## config.mk

```make
export PLATFORM = sky130hd
export DESIGN_NAME = ps2_mouse_packet_decoder_unit
export DESIGN_NICKNAME = d
export VERILOG_FILES = /design/src/hdl/pmpd_pkg.sv /design/src/hdl/pmpd_assembler.sv /design/src/hdl/pmpd_decoder.sv /design/src/hdl/ps2_mouse_packet_decoder_unit.sv
export VERILOG_INCLUDE_DIRS = /design/src /design/src/hdl
export SDC_FILE = /design/constraint.sdc
export NUM_CORES = 1
export LEC_CHECK = 0
export BUFFER_PORTS_ARGS = -buffer_cell sky130_fd_sc_hd__clkbuf_2
export CORE_ASPECT_RATIO = 1.2
export CORE_MARGIN = 5
export CORE_UTILIZATION = 33
export CTS_CLUSTER_SIZE = 25
export DETAILED_ROUTE_END_ITERATION = 12
export GPL_ROUTABILITY_DRIVEN = 1
export PLACE_DENSITY = 0.53
export SYNTH_ARGS = -nofsm -noshare
export SYNTH_HDL_FRONTEND = slang
export SYNTH_SLANG_ARGS = --single-unit
```

## constraint.sdc

```tcl
create_clock -name aclk -period 7.4 [get_ports aclk]
set_clock_uncertainty 0.2 [all_clocks]
set_input_delay 1.48 -clock aclk [delete_from_list [all_inputs] [get_ports aclk]]
set_output_delay 1.48 -clock aclk [all_outputs]
set_load 0.02 [all_outputs]
```

## src/hdl/ps2_mouse_packet_decoder_unit_assert.svh

```systemverilog
// assertion macros shared by the ps/2 mouse packet decoder modules
// no dependencies; included by the modules that carry checks
`ifndef PS2_MOUSE_PACKET_DECODER_UNIT_ASSERT_SVH
`define PS2_MOUSE_PACKET_DECODER_UNIT_ASSERT_SVH

// same-cycle implication, checked out of reset
`define PMPD_ASSERT_NOW(label, clk, rstn, ante, cons) \
    label: assert property (@(posedge clk) disable iff (!(rstn)) (ante) |-> (cons)) \
        else $error("pmpd same-cycle check failed");

// next-cycle implication, checked out of reset
`define PMPD_ASSERT_NEXT(label, clk, rstn, ante, cons) \
    label: assert property (@(posedge clk) disable iff (!(rstn)) (ante) |=> (cons)) \
        else $error("pmpd next-cycle check failed");

`endif

```

## src/hdl/pmpd_pkg.sv

```systemverilog
// types and constants for the ps/2 mouse packet decoder
// no dependencies; used by all pmpd modules
package pmpd_pkg;

    localparam int ByteWidth      = 8;
    localparam int ButtonWidth    = 5;
    localparam int MoveWidth      = 9;
    localparam int WheelWidth     = 16;
    localparam int TdataOutWidth  = 56;
    localparam int CfgIndexWidth  = 1;

    // configuration register indexes
    localparam logic [CfgIndexWidth-1:0] CFG_WHEEL       = 1'b0;
    localparam logic [CfgIndexWidth-1:0] CFG_FIVE_BUTTON = 1'b1;

    // wheel codes in the low nibble of the extra byte
    localparam logic [3:0] WHEEL_Y_INC = 4'h1;
    localparam logic [3:0] WHEEL_X_INC = 4'h2;
    localparam logic [3:0] WHEEL_X_DEC = 4'hE;
    localparam logic [3:0] WHEEL_Y_DEC = 4'hF;

    typedef enum logic [1:0] {
        POS_HEADER = 2'd0,
        POS_X      = 2'd1,
        POS_Y      = 2'd2,
        POS_EXTRA  = 2'd3
    } pos_t;

    typedef struct packed {
        logic wheel_en;
        logic five_btn_en;
    } cfg_t;

    typedef struct packed {
        logic [ByteWidth-1:0] header;
        logic [ByteWidth-1:0] x;
        logic [ByteWidth-1:0] y;
        logic [ByteWidth-1:0] extra;
    } pkt_t;

endpackage

```

## src/hdl/pmpd_assembler.sv

```systemverilog
// gathers mouse bytes into a three or four byte packet and holds it in a packet register
// depends on pmpd_pkg and ps2_mouse_packet_decoder_unit_assert.svh
`include "ps2_mouse_packet_decoder_unit_assert.svh"

module pmpd_assembler (
    input  logic                           aclk,
    input  logic                           aresetn,
    input  logic                           in_valid,
    output logic                           in_ready,
    input  logic [pmpd_pkg::ByteWidth-1:0] in_byte,
    input  logic                           four_byte,
    output logic                           pkt_valid,
    output pmpd_pkg::pkt_t                 pkt,
    input  logic                           pkt_take
);

    pmpd_pkg::pos_t pos_reg, pos_next;
    logic [pmpd_pkg::ByteWidth-1:0] header_reg, x_reg, y_reg;
    logic                           pkt_valid_reg, pkt_valid_next;
    pmpd_pkg::pkt_t                 pkt_reg, pkt_next;
    logic                           fire;
    logic                           complete;

    assign in_ready  = !pkt_valid_reg || pkt_take;
    assign fire      = in_valid && in_ready;
    assign pkt_valid = pkt_valid_reg;
    assign pkt       = pkt_reg;

    always_comb begin
        pos_next = pos_reg;
        if (fire) begin
            case (pos_reg)
                pmpd_pkg::POS_HEADER: pos_next = pmpd_pkg::POS_X;
                pmpd_pkg::POS_X:      pos_next = pmpd_pkg::POS_Y;
                pmpd_pkg::POS_Y: begin
                    pos_next = four_byte ? pmpd_pkg::POS_EXTRA : pmpd_pkg::POS_HEADER;
                end
                pmpd_pkg::POS_EXTRA:  pos_next = pmpd_pkg::POS_HEADER;
                default:              pos_next = pmpd_pkg::POS_HEADER;
            endcase
        end
    end

    always_comb begin
        complete = fire && (((pos_reg == pmpd_pkg::POS_Y) && !four_byte) ||
                            (pos_reg == pmpd_pkg::POS_EXTRA));
        pkt_next.header = header_reg;
        pkt_next.x      = x_reg;
        pkt_next.y      = (pos_reg == pmpd_pkg::POS_Y) ? in_byte : y_reg;
        // a three byte packet has no extra byte: it reads as zero
        pkt_next.extra  = (pos_reg == pmpd_pkg::POS_EXTRA) ? in_byte : '0;
        if (complete) begin
            pkt_valid_next = 1'b1;
        end else if (pkt_take) begin
            pkt_valid_next = 1'b0;
        end else begin
            pkt_valid_next = pkt_valid_reg;
        end
    end

    always_ff @(posedge aclk) begin
        if (!aresetn) begin
            pos_reg       <= pmpd_pkg::POS_HEADER;
            pkt_valid_reg <= 1'b0;
        end else begin
            pos_reg       <= pos_next;
            pkt_valid_reg <= pkt_valid_next;
        end
    end

    always_ff @(posedge aclk) begin
        if (fire && (pos_reg == pmpd_pkg::POS_HEADER)) begin
            header_reg <= in_byte;
        end
        if (fire && (pos_reg == pmpd_pkg::POS_X)) begin
            x_reg <= in_byte;
        end
        if (fire && (pos_reg == pmpd_pkg::POS_Y)) begin
            y_reg <= in_byte;
        end
        if (complete) begin
            pkt_reg <= pkt_next;
        end
    end

    `PMPD_ASSERT_NEXT(a_header_then_x, aclk, aresetn,
        fire && (pos_reg == pmpd_pkg::POS_HEADER), pos_reg == pmpd_pkg::POS_X)
    `PMPD_ASSERT_NEXT(a_short_packet_out, aclk, aresetn,
        fire && (pos_reg == pmpd_pkg::POS_Y) && !four_byte,
        pkt_valid_reg && (pkt_reg.extra == '0))
    `PMPD_ASSERT_NEXT(a_packet_source, aclk, aresetn,
        !pkt_valid_reg || pkt_take,
        !pkt_valid_reg || $past(fire && ((pos_reg == pmpd_pkg::POS_Y) ||
                                         (pos_reg == pmpd_pkg::POS_EXTRA))))

endmodule

```

## src/hdl/pmpd_decoder.sv

```systemverilog
// decodes a held packet: buttons, sign-extended deltas, wheel counters, result register
// depends on pmpd_pkg and ps2_mouse_packet_decoder_unit_assert.svh
`include "ps2_mouse_packet_decoder_unit_assert.svh"

module pmpd_decoder (
    input  logic                             aclk,
    input  logic                             aresetn,
    input  pmpd_pkg::cfg_t                   cfg,
    input  logic                             pkt_valid,
    input  pmpd_pkg::pkt_t                   pkt,
    output logic                             pkt_take,
    output logic                             out_valid,
    input  logic                             out_ready,
    output logic [pmpd_pkg::ButtonWidth-1:0] button_bits,
    output logic [pmpd_pkg::MoveWidth-1:0]   move_x,
    output logic [pmpd_pkg::MoveWidth-1:0]   move_y,
    output logic [pmpd_pkg::WheelWidth-1:0]  wheel_horizontal,
    output logic [pmpd_pkg::WheelWidth-1:0]  wheel_vertical,
    output logic                             overflow_dropped
);

    logic [pmpd_pkg::ButtonWidth-1:0] button_reg, button_next;
    logic [pmpd_pkg::WheelWidth-1:0]  wheel_x_reg, wheel_x_next;
    logic [pmpd_pkg::WheelWidth-1:0]  wheel_y_reg, wheel_y_next;
    logic [pmpd_pkg::MoveWidth-1:0]   move_x_next, move_y_next;
    logic                             dropped;
    logic                             out_valid_reg, out_valid_next;

    logic [pmpd_pkg::ButtonWidth-1:0] out_button_reg;
    logic [pmpd_pkg::MoveWidth-1:0]   out_move_x_reg, out_move_y_reg;
    logic [pmpd_pkg::WheelWidth-1:0]  out_wheel_x_reg, out_wheel_y_reg;
    logic                             out_dropped_reg;

    assign pkt_take = pkt_valid && (!out_valid_reg || out_ready);

    always_comb begin
        dropped      = |pkt.header[7:6];
        button_next  = button_reg;
        wheel_x_next = wheel_x_reg;
        wheel_y_next = wheel_y_reg;
        move_x_next  = '0;
        move_y_next  = '0;
        if (!dropped) begin
            // left and right swap places against the header order
            button_next = {button_reg[4:3], pkt.header[2], pkt.header[0], pkt.header[1]};
            if (cfg.five_btn_en) begin
                button_next[4:3] = {pkt.extra[5], pkt.extra[4]};
            end
            move_x_next = {pkt.header[4], pkt.x};
            move_y_next = {pkt.header[5], pkt.y};
            if (cfg.wheel_en) begin
                case (pkt.extra[3:0])
                    pmpd_pkg::WHEEL_Y_INC: wheel_y_next = wheel_y_reg + 16'd1;
                    pmpd_pkg::WHEEL_X_INC: wheel_x_next = wheel_x_reg + 16'd1;
                    pmpd_pkg::WHEEL_X_DEC: wheel_x_next = wheel_x_reg - 16'd1;
                    pmpd_pkg::WHEEL_Y_DEC: wheel_y_next = wheel_y_reg - 16'd1;
                    default: ;
                endcase
            end
        end
        if (pkt_take) begin
            out_valid_next = 1'b1;
        end else if (out_ready) begin
            out_valid_next = 1'b0;
        end else begin
            out_valid_next = out_valid_reg;
        end
    end

    always_ff @(posedge aclk) begin
        if (!aresetn) begin
            button_reg    <= '0;
            wheel_x_reg   <= '0;
            wheel_y_reg   <= '0;
            out_valid_reg <= 1'b0;
        end else begin
            out_valid_reg <= out_valid_next;
            if (pkt_take) begin
                button_reg  <= button_next;
                wheel_x_reg <= wheel_x_next;
                wheel_y_reg <= wheel_y_next;
            end
        end
    end

    always_ff @(posedge aclk) begin
        if (pkt_take) begin
            out_button_reg  <= button_next;
            out_move_x_reg  <= move_x_next;
            out_move_y_reg  <= move_y_next;
            out_wheel_x_reg <= wheel_x_next;
            out_wheel_y_reg <= wheel_y_next;
            out_dropped_reg <= dropped;
        end
    end

    assign out_valid        = out_valid_reg;
    assign button_bits      = out_button_reg;
    assign move_x           = out_move_x_reg;
    assign move_y           = out_move_y_reg;
    assign wheel_horizontal = out_wheel_x_reg;
    assign wheel_vertical   = out_wheel_y_reg;
    assign overflow_dropped = out_dropped_reg;

    `PMPD_ASSERT_NOW(a_dropped_no_motion, aclk, aresetn,
        out_valid_reg && out_dropped_reg, (out_move_x_reg == '0) && (out_move_y_reg == '0))
    `PMPD_ASSERT_NEXT(a_dropped_keeps_state, aclk, aresetn,
        pkt_take && dropped,
        $stable(button_reg) && $stable(wheel_x_reg) && $stable(wheel_y_reg))
    `PMPD_ASSERT_NEXT(a_three_buttons_keep_upper, aclk, aresetn,
        pkt_take && !cfg.five_btn_en, button_reg[4:3] == $past(button_reg[4:3]))

endmodule

```

## src/hdl/ps2_mouse_packet_decoder_unit.sv

```systemverilog
// top level of the ps/2 mouse packet decoder: configuration registers and stream ports
// depends on pmpd_pkg, pmpd_assembler and pmpd_decoder
//
//   channel   dir   handshake              payload
//   s_        in    s_tvalid / s_tready    s_tdata: data byte
//   m_        out   m_tvalid / m_tready    m_tdata: buttons, moves, wheels; m_tuser: dropped
//   cfg_      in    cfg_valid / cfg_ready  cfg_index, cfg_data
//
// one byte is taken every cycle while s_tready is high; a packet's result passes through
// the packet register, then the result register
// reset clears the byte position, buttons, wheel counters and both registers' valid flags
// a stalled result backs up into the packet register; bytes that do not end a packet are
// still taken until the packet register is full
// cfg_ready is always high

module ps2_mouse_packet_decoder_unit (
    input  logic                                 aclk,
    input  logic                                 aresetn,
    input  logic                                 s_tvalid,
    output logic                                 s_tready,
    input  logic [pmpd_pkg::ByteWidth-1:0]       s_tdata,   // [7:0] data_byte
    output logic                                 m_tvalid,
    input  logic                                 m_tready,
    // [4:0] button_bits, [13:5] move_x, [22:14] move_y, [38:23] wheel_horizontal,
    // [54:39] wheel_vertical, [55] zero
    output logic [pmpd_pkg::TdataOutWidth-1:0]   m_tdata,
    output logic                                 m_tuser,   // [0] overflow_dropped
    input  logic                                 cfg_valid,
    output logic                                 cfg_ready,
    input  logic [pmpd_pkg::CfgIndexWidth-1:0]   cfg_index,
    input  logic                                 cfg_data
);

    pmpd_pkg::cfg_t cfg_reg;
    pmpd_pkg::pkt_t pkt;
    logic           pkt_valid;
    logic           pkt_take;
    logic           dec_in_ready;

    logic [pmpd_pkg::ButtonWidth-1:0] button_bits;
    logic [pmpd_pkg::MoveWidth-1:0]   move_x, move_y;
    logic [pmpd_pkg::WheelWidth-1:0]  wheel_horizontal, wheel_vertical;
    logic                             overflow_dropped;

    assign cfg_ready = 1'b1;

    always_ff @(posedge aclk) begin
        if (!aresetn) begin
            cfg_reg <= '0;
        end else if (cfg_valid && cfg_ready) begin
            case (cfg_index)
                pmpd_pkg::CFG_WHEEL:       cfg_reg.wheel_en    <= cfg_data;
                pmpd_pkg::CFG_FIVE_BUTTON: cfg_reg.five_btn_en <= cfg_data;
                default: ;
            endcase
        end
    end

    pmpd_assembler u_assembler (
        .aclk      (aclk),
        .aresetn   (aresetn),
        .in_valid  (s_tvalid),
        .in_ready  (dec_in_ready),
        .in_byte   (s_tdata),
        .four_byte (cfg_reg.wheel_en || cfg_reg.five_btn_en),
        .pkt_valid (pkt_valid),
        .pkt       (pkt),
        .pkt_take  (pkt_take)
    );

    assign s_tready = dec_in_ready;

    pmpd_decoder u_decoder (
        .aclk             (aclk),
        .aresetn          (aresetn),
        .cfg              (cfg_reg),
        .pkt_valid        (pkt_valid),
        .pkt              (pkt),
        .pkt_take         (pkt_take),
        .out_valid        (m_tvalid),
        .out_ready        (m_tready),
        .button_bits      (button_bits),
        .move_x           (move_x),
        .move_y           (move_y),
        .wheel_horizontal (wheel_horizontal),
        .wheel_vertical   (wheel_vertical),
        .overflow_dropped (overflow_dropped)
    );

    assign m_tdata = {1'b0, wheel_vertical, wheel_horizontal, move_y, move_x, button_bits};
    assign m_tuser = overflow_dropped;

endmodule
```

==> Word level (Yosys, flattened, before mapping) <==
Index checks and enable logic that the tools add are counted.
{ "totals": {"ff_bits": 153} }
{ "classes": {"addsub": 4, "n_eq_ne": 7, "muxes": 15, "bitwise": 1, "reduce_logical": 20} }
{ "ops": {"columns": ["op", "count"], "rows": [
  ["16-bit two-way mux", 4],
  ["16-bit case mux with 2 select lines", 2],
  ["16-bit by 1-bit adder with 16-bit output (second input constant)", 2],
  ["16-bit by 1-bit subtractor with 16-bit output (second input constant)", 2],
  ["4-bit equality test (second input constant)", 2],
  ["8-bit two-way mux", 1],
  ["2-bit case mux with 4 select lines", 1],
  ["1-bit logical AND", 7],
  ["5-bit two-way mux", 1],
  ["2-bit equality test (second input constant)", 2],
  ["4-bit by 1-bit equality test with 1-bit output (second input constant)", 1],
  ["4-bit by 2-bit equality test with 1-bit output (second input constant)", 1],
  ["1-bit logical OR", 4],
  ["1-bit two-way mux", 4],
  ["2-bit two-way mux", 2],
  ["2-bit AND reduction", 2],
  ["2-bit nonzero test", 2],
  ["1-bit zero test", 3],
  ["2-bit by 1-bit equality test with 1-bit output (second input constant)", 1],
  ["2-bit zero test", 1],
  ["2-bit OR reduction", 1],
  ["1-bit inverter", 1]
]} }

==> Depth between registers and ports, before layout <==
Gate-level depths: netlist of the first run.
{ "depth": {"depth_word": 7, "ltp_mapped": 10, "depth_no_buf": 9} }

==> Cells and area by module <==
A second synthesis of the first run with hierarchy kept.
{ "unflattened": {"hier_cells": 615, "hier_area_um2": 6984.2} }
{ "modules_own_cells": {"columns": ["module", "n_inst", "cells_each", "area_per_inst_um2", "seq_area_each_um2"], "rows": [
  ["pmpd_decoder", 1, 504, 4798.4, 2442.3],
  ["pmpd_assembler", 1, 97, 2075.7, 1741.7],
  ["ps2_mouse_packet_decoder_unit", 1, 14, 110.1, 40.0]
]} }

==> Worst setup path after synthesis of the first run <==
OpenSTA, ideal clock, no wires.
{ "synth_path": {"path_type": "input-to-reg", "start": "input port m_tready", "end": "register u_decoder.out_button_reg (netlist bit u_decoder.button_bits[0]), enable pin", "t_arrival_ps": 3605, "t_required_ps": 6758, "slack_ps": 3152, "stages": 4, "n_path_buf": 1, "path_cell_list": "nand2b_1 nand2_1 inv_1 clkbuf_1"} }
{ "synth_between": {"elab_chain_len": 2} }
{ "synth_lines": {"columns": ["element", "line_no", "text"], "rows": [
  ["start, declared", "ps2_mouse_packet_decoder_unit.sv:23", "input logic m_tready,"],
  ["1-bit logical OR", "pmpd_decoder.sv:34", "assign pkt_take = pkt_valid && (!out_valid_reg || out_ready);"],
  ["1-bit logical AND", "pmpd_decoder.sv:34", null],
  ["named net pkt_take", "ps2_mouse_packet_decoder_unit.sv:37", "logic pkt_take;"],
  ["end signal, assigned", "pmpd_decoder.sv:88", "out_button_reg <= button_next;"],
  ["end, declared", "pmpd_decoder.sv:29", "logic [pmpd_pkg::ButtonWidth-1:0] out_button_reg;"]
]} }
The timed path passes the listed nets, and every way through them passes these cells.
A chain may end at the register's enable or synchronous reset.

==> Worst setup path in the final report of the first run <==
{ "layout_path": {"start": "input port m_tready", "end": "output port s_tready"} }
{ "layout_between": {"elab_chain_len": 3} }
{ "layout_lines": {"columns": ["element", "line_no", "text"], "rows": [
  ["1-bit logical OR", "pmpd_decoder.sv:34", null],
  ["1-bit logical AND", "pmpd_decoder.sv:34", null],
  ["1-bit logical OR", "pmpd_assembler.sv:24", "assign in_ready = !pkt_valid_reg || pkt_take;"],
  ["end, declared", "ps2_mouse_packet_decoder_unit.sv:20", "output logic s_tready,"]
]} }
Every way passes these cells.

==> results of run 1 <==
-- worst register-to-register path: cells and delay by family (launching register included) --
kind	cells	cell delay, ns
compound gates	5	1.57
buf+inv	1	0.55
flops	1	0.45
simple gates	2	0.40
fa+ha+maj	1	0.40
-- stage by stage --
stage                     setup slack, ns  hold slack (ns)  power, mW  area (µm²)
final                                3.63            0.216       1.83        8120
after floorplan                      3.15            0.200      0.970        6940
after detailed placement             3.39            0.205      0.990        7530
after CTS                            3.61            0.215       1.85        8120
after global routing                 3.48            0.216       1.90        8120
after global placement               3.49            0.201      0.988        7530
-- cells in the final DEF (no fill, tap or decap), types with 3 or more instances in the layout --
cell       instances
ha_1              15
and4_1             4
xor2_1            14
edfxtp_1         108
a21oi_1           36
o31ai_1            4
nand3_1           19
clkbuf_2          72
clkinv_4           5
nor3_1            20
nor2_1            48
a211o_1            3
mux2i_1            4
clkbuf_16         17
and3_1            17
nor2b_1            3
a211oi_1           4
nand4_1           11
and2_1            24
o21a_1             3
nand2_1           59
o21ai_0           25
mux2_2            13
a21o_1             9
or3_1             10
inv_6              3
inv_1              8
nor4_1             4
dfxtp_1           43
o211ai_1           4
xnor2_1           23
buf_4              5
nand2b_1           8
-- power breakdown --
group	switching, mW	leakage [nW]	internal [mW]	total [mW]
Clock	0.351	0.284	0.509	0.859
Combinational	0.0328	1.42	0.0144	0.0472
Sequential	0.00685	1.36	0.917	0.924
-- layer usage --
layer | track usage | part of all wire
met1 | 0.162 | 0.44
met2 | 0.217 | 0.50
met3 | 0.0353 | 0.052
met4 | 0.0471 | 0.012
met5 | 0 | 0
-- area by class of cell --
| type | instances | area share |
|---|---|---|
| tap | 270 | 0.0416 |
| timing repair buffer | 77 | 0.0490 |
| multi-input combinational | 421 | 0.327 |
| clock buffer | 19 | 0.0545 |
| sequential | 151 | 0.505 |
| inverter | 10 | 0.00462 |
| clock inverter | 13 | 0.0179 |
-- cells by family after synthesis --
family                   count (synthesis)
other                                    2
XOR/XNOR                                37
AND/OR/NAND/NOR                        238
adder cells (fa/ha/maj)                 16
AO/OA/AOI/OAI                          111
flip-flops                             151
buffers and inverters                   44
multiplexers                            17
-- path summary, 6_finish.rpt --
path                                            endpoint  slack, ns  cells after the start
worst min-delay path                 u_assembler.pkt[29]       0.22                      0
worst min register to register       u_assembler.pkt[29]       0.22                      0
worst max-delay path                            s_tready       3.63                      4
worst max register to register  u_decoder.wheel_y_reg[9]       3.70                      9
==> results.cfg, run 1 <==
[final_layout]
fin_nets = 709
multiInputGateArea_um2 = 2660
largest_reg_flops = 29
stdcell_count = 961
drive_above_1_share = 0.184
final-seq-area_um2 = 4100
final_util = 0.390
fillCellCount = 2005
insertedDiodeCount = 0
areaGrowthSynthToFinish_pct = 17.0

[pwr]
power_density_nw_per_um2 = 225
leakage_nw = 3.07
max-vdd-ir-drop_v = 0.000160

[sta]
fin_crit_ns = 3.77
relSlewSlack = 0.188
fmax_mhz = 265
drv_slew = 0
worst_pin_slew_ns = 1.21
rsz0062_at_grt = no
finalSetupTns_ns = 0
min_period_over_period = 0.510
finalSetupViolCount = 0
hold_violations = 0

[critical_path]
crit_path_end_kind = output pin
worstPathArrival_ns = 2.09
cp_top_family = simple AND/OR/NAND/NOR gates
critPathKind = in2out
crit_chain = clkbuf_2 -> nor2b_1 -> nand2_1 -> clkbuf_2
path_max_fanout = 6
reg2reg_from = u_assembler.pkt[3]
critPathLaunchType = primary input
worstPathBufferInverterCount = 2
required_ns = 5.72
critical-path-max-stage-delay_ns = 0.20
cp_slowest_cell = clkbuf_2
critPathLaunch = m_tready
crit_top_cell = clkbuf_2

[synthesis]
yosys.area_share.simple = 0.174
ys_seq_elements = 151
async_reset_ff_frac = 0
avgSynthCellArea_um2 = 11.3
synth_mux_area_frac = 0.0269
ys_types = 60
synth.net_count = 647
ys_seq_area_frac = 0.591
synth_compound_area_frac = 0.103
synth_area_um2 = 6940
synthCells = 616
yosysWarnings = 0
synth_top_family_by_area = simple AND/OR/NAND/NOR gates
synthFlopType = edfxtp_1
synth_edf_count = 108
synthAdderAreaFrac = 0.0299
synth_top_cell_by_area = edfxtp_1
synthXorXnorAreaFrac = 0.0467
ys_top_cells_by_count = edfxtp_1 (108), nand2_1 (59), nor2_1 (48)
synthTopCellsByArea = edfxtp_1 (47%), dfxtp_1 (12%), nand2_1 (3.2%)
yosysTopAreaCellShare = 0.467
synth.most_common_cell = edfxtp_1

[clocking]
cts-resized-gates = 0
clkSinkCount = 151
root_buffer = clkbuf_16
cts_setup_buffers = 0
clk_pin_slew_worst_paths_ns = 0.06
clk_path_buf_depth = 2
insertion_delay_ns = 0.43
cts_buffers = 17
cts_tree = built
htree_levels = 4
cts_hold_buf = 0

[placed_design]
dp_hpwl_um = 10400
gp_congestion = 0.867
port_buffers = 72
place_inst = 929

[routing]
routedWlPerCell_um = 15.9
wirelength_um = 15300
drtAntennaViolNets = 0
viasPerCell = 5.04
num_vias = 4842
firstDrtPassIters = 5
detail_route.iter0.violations = 281
drc = 0

[floorplanning]
die_x_um = 142
num_rows = 58
initial_core_util = 0.333
dieArea_um2 = 24000
io_pins = 75
die_y_um = 169
core-area_um2 = 20800

[run]
max_cap_violations = 0

[global_routing]
grt_max_degree = 54
grt_pass1_wl_um = 24700
gr-total-overflow = 0
antenna_found_initial = 0
grt_pass1_vias = 4802
track_usage = 0.130

[status]
status = complete, no violations

[min_path]
min_path_type = reg2reg
hp-start = u_assembler.header_reg[5]
Power figures use the tool's default switching activity.
==> inputs of run 2 (changes only) <==
clock period = 3.5 ns   (was 7.4 ns; I/O delays follow)
==> run 2 against run 1 <==
Compared with the run above: final cell count up 1.5%; clock-buffer cell count unchanged; utilization up 0.58 points; non-clock buffer count up 14; combinational power up 120%; clock power up 110%; first-iteration DRC count up 65%; critical endpoint is now u_decoder.wheel_y_reg[13]; largest power group unchanged.
==> results.cfg, run 2 (synthesis gave the netlist of run 1 again) <==
[status]
status = complete, no violations

[sta]
finalSetupTns_ns = 0
relSlewSlack = 0.450
hold_slack_ns = 0.218
layout_setup_ws_ns = 0.239
min_period_over_period = 0.932
drv_slew = 0
finalSetupViolCount = 0
hold_violations = 0
worst_pin_slew_ns = 0.824
rsz0062_at_grt = no
fmax_mhz = 307
fin_crit_ns = 3.26

[critical_path]
required_ns = 3.67
crit_path_end_kind = flip-flop
path_max_fanout = 6
crit_chain = nand4_1 -> clkinvlp_4 -> ha_1 -> and3_1 -> o21ai_0 -> buf_4 -> a21o_1 -> a211o_1 -> a2111oi_1 -> a311o_1
critPathLaunchType = flip-flop
cp_slowest_cell = edfxtp_1
critPathKind = reg2reg
critical-path-max-stage-delay_ns = 0.47
reg2reg_slack_ns = 0.24
cp_top_family = compound AO/OA/AOI/OAI gates
worstPathArrival_ns = 3.43
worstPathBufferInverterCount = 2

[pwr]
p_sw_frac = 0.207
seqPwrFrac = 0.501
power_density_nw_per_um2 = 473
leakage_nw = 3.12
share_comb_of_total_power = 0.026
max-vdd-ir-drop_v = 0.000308
p_switching_mw = 0.807
internal-power_mw = 3.09
pwr-share-clk = 0.472
finalPower_mw = 3.90

[clocking]
cts_hold_buf = 0
clkSinkCount = 151
cts_tree = built
clk_path_buf_depth = 2
insertion_delay_ns = 0.42
cts_buffers = 17
root_buffer = clkbuf_16
htree_levels = 4
clk_pin_slew_worst_paths_ns = 0.07

[final_layout]
final_common_cell = edfxtp_1
fin_nets = 723
drive_above_1_share = 0.204
most-common-layout-cells = edfxtp_1 (108), clkbuf_2 (72), nand2_1 (59)
areaGrowthSynthToFinish_pct = 18.7
insertedDiodeCount = 0
largest_reg_flops = 29
final_util = 0.396

[global_routing]
grt_pass1_vias = 4945
antenna_found_initial = 0
grt_pass1_wl_um = 25100
track_usage = 0.131
grt_max_degree = 52
gr-total-overflow = 0

[placed_design]
port_buffers = 72
dp_hpwl_um = 10600
gp_congestion = 0.884
dp_slack_ns = 0.189

[floorplanning]
dieArea_um2 = 24000
num_rows = 58
initial_core_util = 0.333
die_y_um = 169
io_pins = 75
die_x_um = 142
core-area_um2 = 20800

[min_path]
min_path_type = reg2reg

[routing]
wirelength_um = 15500
firstDrtPassIters = 5
viasPerCell = 5.05
detail_route.iter0.violations = 465
drc = 0
drtAntennaViolNets = 0
routedWlPerCell_um = 15.9
num_vias = 4923

[run]
max_cap_violations = 0
-- run 2: changes by cell type in the layout (fill, tap and decap cells not counted), moves of 2 or more --
cell and delta:
clkinv_2 +4, inv_6 -2, clkinv_4 -3, buf_4 +14, clkinvlp_4 +2
-- run 2: power groups by stage --
stage | Combinational, mW | Sequential (mW) | Clock (mW)
after CTS | 0.106 | 1.95 | 1.88
after global placement | 0.103 | 1.99 | 0
final | 0.103 | 1.95 | 1.84
after global routing | 0.114 | 1.96 | 1.96
after floorplan | 0.0579 | 1.99 | 0
after detailed placement | 0.106 | 1.99 | 0
-- run 2: area by class of cell --
type                            count  area [µm²]
Fill cell                        2000       12600
Sequential cell                   151        4100
Multi-Input combinational cell    421        2670
Timing Repair Buffer               91         503
Clock buffer                       19         433
Tap cell                          270         338
Clock inverter                     13         155
Inverter                           10        41.3
-- run 2: metal layers --
metal  routed length [µm]  global-route usage
met1                 6800               0.162
met2                 7690               0.220
met3                  777              0.0381
met4                  239              0.0442
met5                    0                   0
-- run 2: final timing paths --
check	start	endpoint	cells past startpoint
setup / recovery	u_assembler.pkt[3]	u_decoder.wheel_y_reg[13]	10
hold / removal	u_assembler.x_reg[1]	u_assembler.pkt[17]	0
setup reg to reg	u_assembler.pkt[3]	u_decoder.wheel_y_reg[13]	10
hold reg to reg	u_assembler.x_reg[1]	u_assembler.pkt[17]	0
-- run 2: stage by stage --
stage / cells / cell area (µm²)
2_1_floorplan: 616 / 6940
3_3_place_gp: 939 / 7610
3_5_place_dp: 939 / 7610
4_1_cts: 971 / 8200
5_1_grt: 975 / 8240
6_report: 975 / 8240
-- run 2: timing repair --
action | 4_1_cts | 5_1_grt
endpoints found under the setup margin | 0 | 2
resized for setup | 0 | 4
buffers inserted | 0 | 4
==> inputs of run 3 (changes only) <==
GPL_TIMING_DRIVEN = 0   (was default)
==> run 3 against run 2 <==
Compared with the run above: sequential power about the same; routed wire length is 4.8% higher; final cell count rose by 1.7%; setup slack worse by 0.066 ns; die area did not move; sequential cell count unchanged; worst hold slack gained 0.0034 ns; global-route usage increased by 0.59 points; first-iteration DRC count fell by 1.3%; fmax fell by 2.0%; utilization is 0.22 points higher; critical path type unchanged; critical endpoint is now u_decoder.wheel_vertical[14].
==> results.cfg, run 3 (synthesis gave the netlist of run 1 again) <==
[global_routing]
antenna_found_initial = 0
gr-total-overflow = 0
grt_max_degree = 66
track_usage = 0.137
grt_pass1_vias = 4925
grt_pass1_wl_um = 26000

[final_layout]
largest_reg_flops = 29
fillCellCount = 2025
stdcell_count = 992
fin_nets = 740
insertedDiodeCount = 0
final_common_cell = edfxtp_1
final-seq-area_um2 = 4100
multiInputGateArea_um2 = 2670
most-common-layout-cells = edfxtp_1 (108), clkbuf_2 (71), nand2_1 (59)
drive_above_1_share = 0.188
areaGrowthSynthToFinish_pct = 19.4

[sta]
rsz0062_at_grt = yes
hold_slack_ns = 0.222
fin_crit_ns = 3.33
hold_violations = 0
fmax_mhz = 301
relSlewSlack = 0.213
finalSetupTns_ns = 0
worst_pin_slew_ns = 1.18
min_period_over_period = 0.950
layout_setup_ws_ns = 0.174
finalSetupViolCount = 0
drv_slew = 0

[floorplanning]
dieArea_um2 = 24000
num_rows = 58
core-area_um2 = 20800
die_y_um = 169
initial_core_util = 0.333
die_x_um = 142
io_pins = 75

[min_path]
min_path_type = reg2reg

[routing]
detail_route.iter0.violations = 459
drc = 0
wirelength_um = 16200
firstDrtPassIters = 5
routedWlPerCell_um = 16.4
viasPerCell = 5.08
drtAntennaViolNets = 0
num_vias = 5040

[clocking]
insertion_delay_ns = 0.42
htree_levels = 4
cts_buffers = 17
cts_tree = built
cts_hold_buf = 0
clk_path_buf_depth = 2
clkSinkCount = 151
clk_pin_slew_worst_paths_ns = 0.06
root_buffer = clkbuf_16

[critical_path]
crit_path_end_kind = flip-flop
critPathLaunchType = flip-flop
worstPathArrival_ns = 3.34
required_ns = 3.51
critPathKind = reg2reg
path_max_fanout = 14

[pwr]
p_sw_frac = 0.222
seqPwrFrac = 0.499
p_switching_mw = 0.866
finalPower_mw = 3.90
power_density_nw_per_um2 = 471
leakage_nw = 3.11
internal-power_mw = 3.04
share_comb_of_total_power = 0.028
max-vdd-ir-drop_v = 0.000310
pwr-share-clk = 0.472

[status]
status = complete, no violations

[placed_design]
dp_hpwl_um = 11100
dp_slack_ns = -0.0542
gp_congestion = 0.889
place_inst = 958
port_buffers = 71

[run]
max_cap_violations = 0
-- run 3: cell types whose count changed in the layout (fill, tap and decap cells not counted), sizes merged --
cell      before  now
clkinv         7    6
buf           19   11
inv           10   13
clkinvlp       3    4
clkbuf        91  114
bufinv         3    2
-- run 3: per-layer routing --
metal / wire length [µm] / global-route usage / part of all wire
met1: 7160 / 0.174 / 0.44
met3: 768 / 0.0356 / 0.047
met4: 257 / 0.0475 / 0.016
met5: 0 / 0 / 0
met2: 8060 / 0.227 / 0.50
-- run 3: worst paths after layout --
kind / from / end / depth (start not counted) / slack, ns
setup reg to reg: u_assembler.pkt[3] / u_decoder.wheel_vertical[14] / 10 / 0.17
setup / recovery: u_assembler.pkt[3] / u_decoder.wheel_vertical[14] / 10 / 0.17
hold / removal: u_assembler.header_reg[2] / u_assembler.pkt[26] / 0 / 0.22
hold reg to reg: u_assembler.header_reg[2] / u_assembler.pkt[26] / 0 / 0.22
-- run 3: what timing repair did --
| item | in CTS | in global routing |
|---|---|---|
| setup endpoints to repair | 1 | 9 |
| buffers inserted | 2 | 0 |
| pin swaps | 0 | 0 |
| gates resized for setup | 1 | 5 |
-- run 3: cell type report --
| cell class | count | area share |
|---|---|---|
| inverter | 10 | 0.00498 |
| buffer | 34 | 0.0184 |
| tap | 270 | 0.0408 |
| sequential | 151 | 0.495 |
| timing repair buffer | 74 | 0.0471 |
| multi-input combinational | 421 | 0.322 |
| clock buffer | 17 | 0.0513 |
| clock inverter | 15 | 0.0204 |
-- run 3: worst max-delay path, stage by stage, from the launching register on --
cell and delay [ns]:
edfxtp_1 0.48, nand4_1 0.25, clkinvlp_4 0.15, buf_12 0.17
fa_1 0.49, a211oi_2 0.29, o211ai_1 0.19, nand4_1 0.20
a21oi_1 0.15, o21a_1 0.21, o31ai_1 0.32
-- run 3: through the flow --
step,util,instance area [µm²]
floorplan,-,6940
global placement,0.367,7630
detailed placement,0.367,7640
CTS,0.397,8270
global route,0.398,8290
finish,0.398,8290
-- run 3: power groups by stage --
| stage | Combinational (mW) | Sequential, mW | Clock (mW) |
|---|---|---|---|
| final | 0.110 | 1.95 | 1.84 |
| after global placement | 0.109 | 1.99 | 0 |
| after global routing | 0.123 | 1.95 | 1.97 |
| after detailed placement | 0.113 | 1.99 | 0 |
| after CTS | 0.113 | 1.95 | 1.89 |
| after floorplan | 0.0579 | 1.99 | 0 |
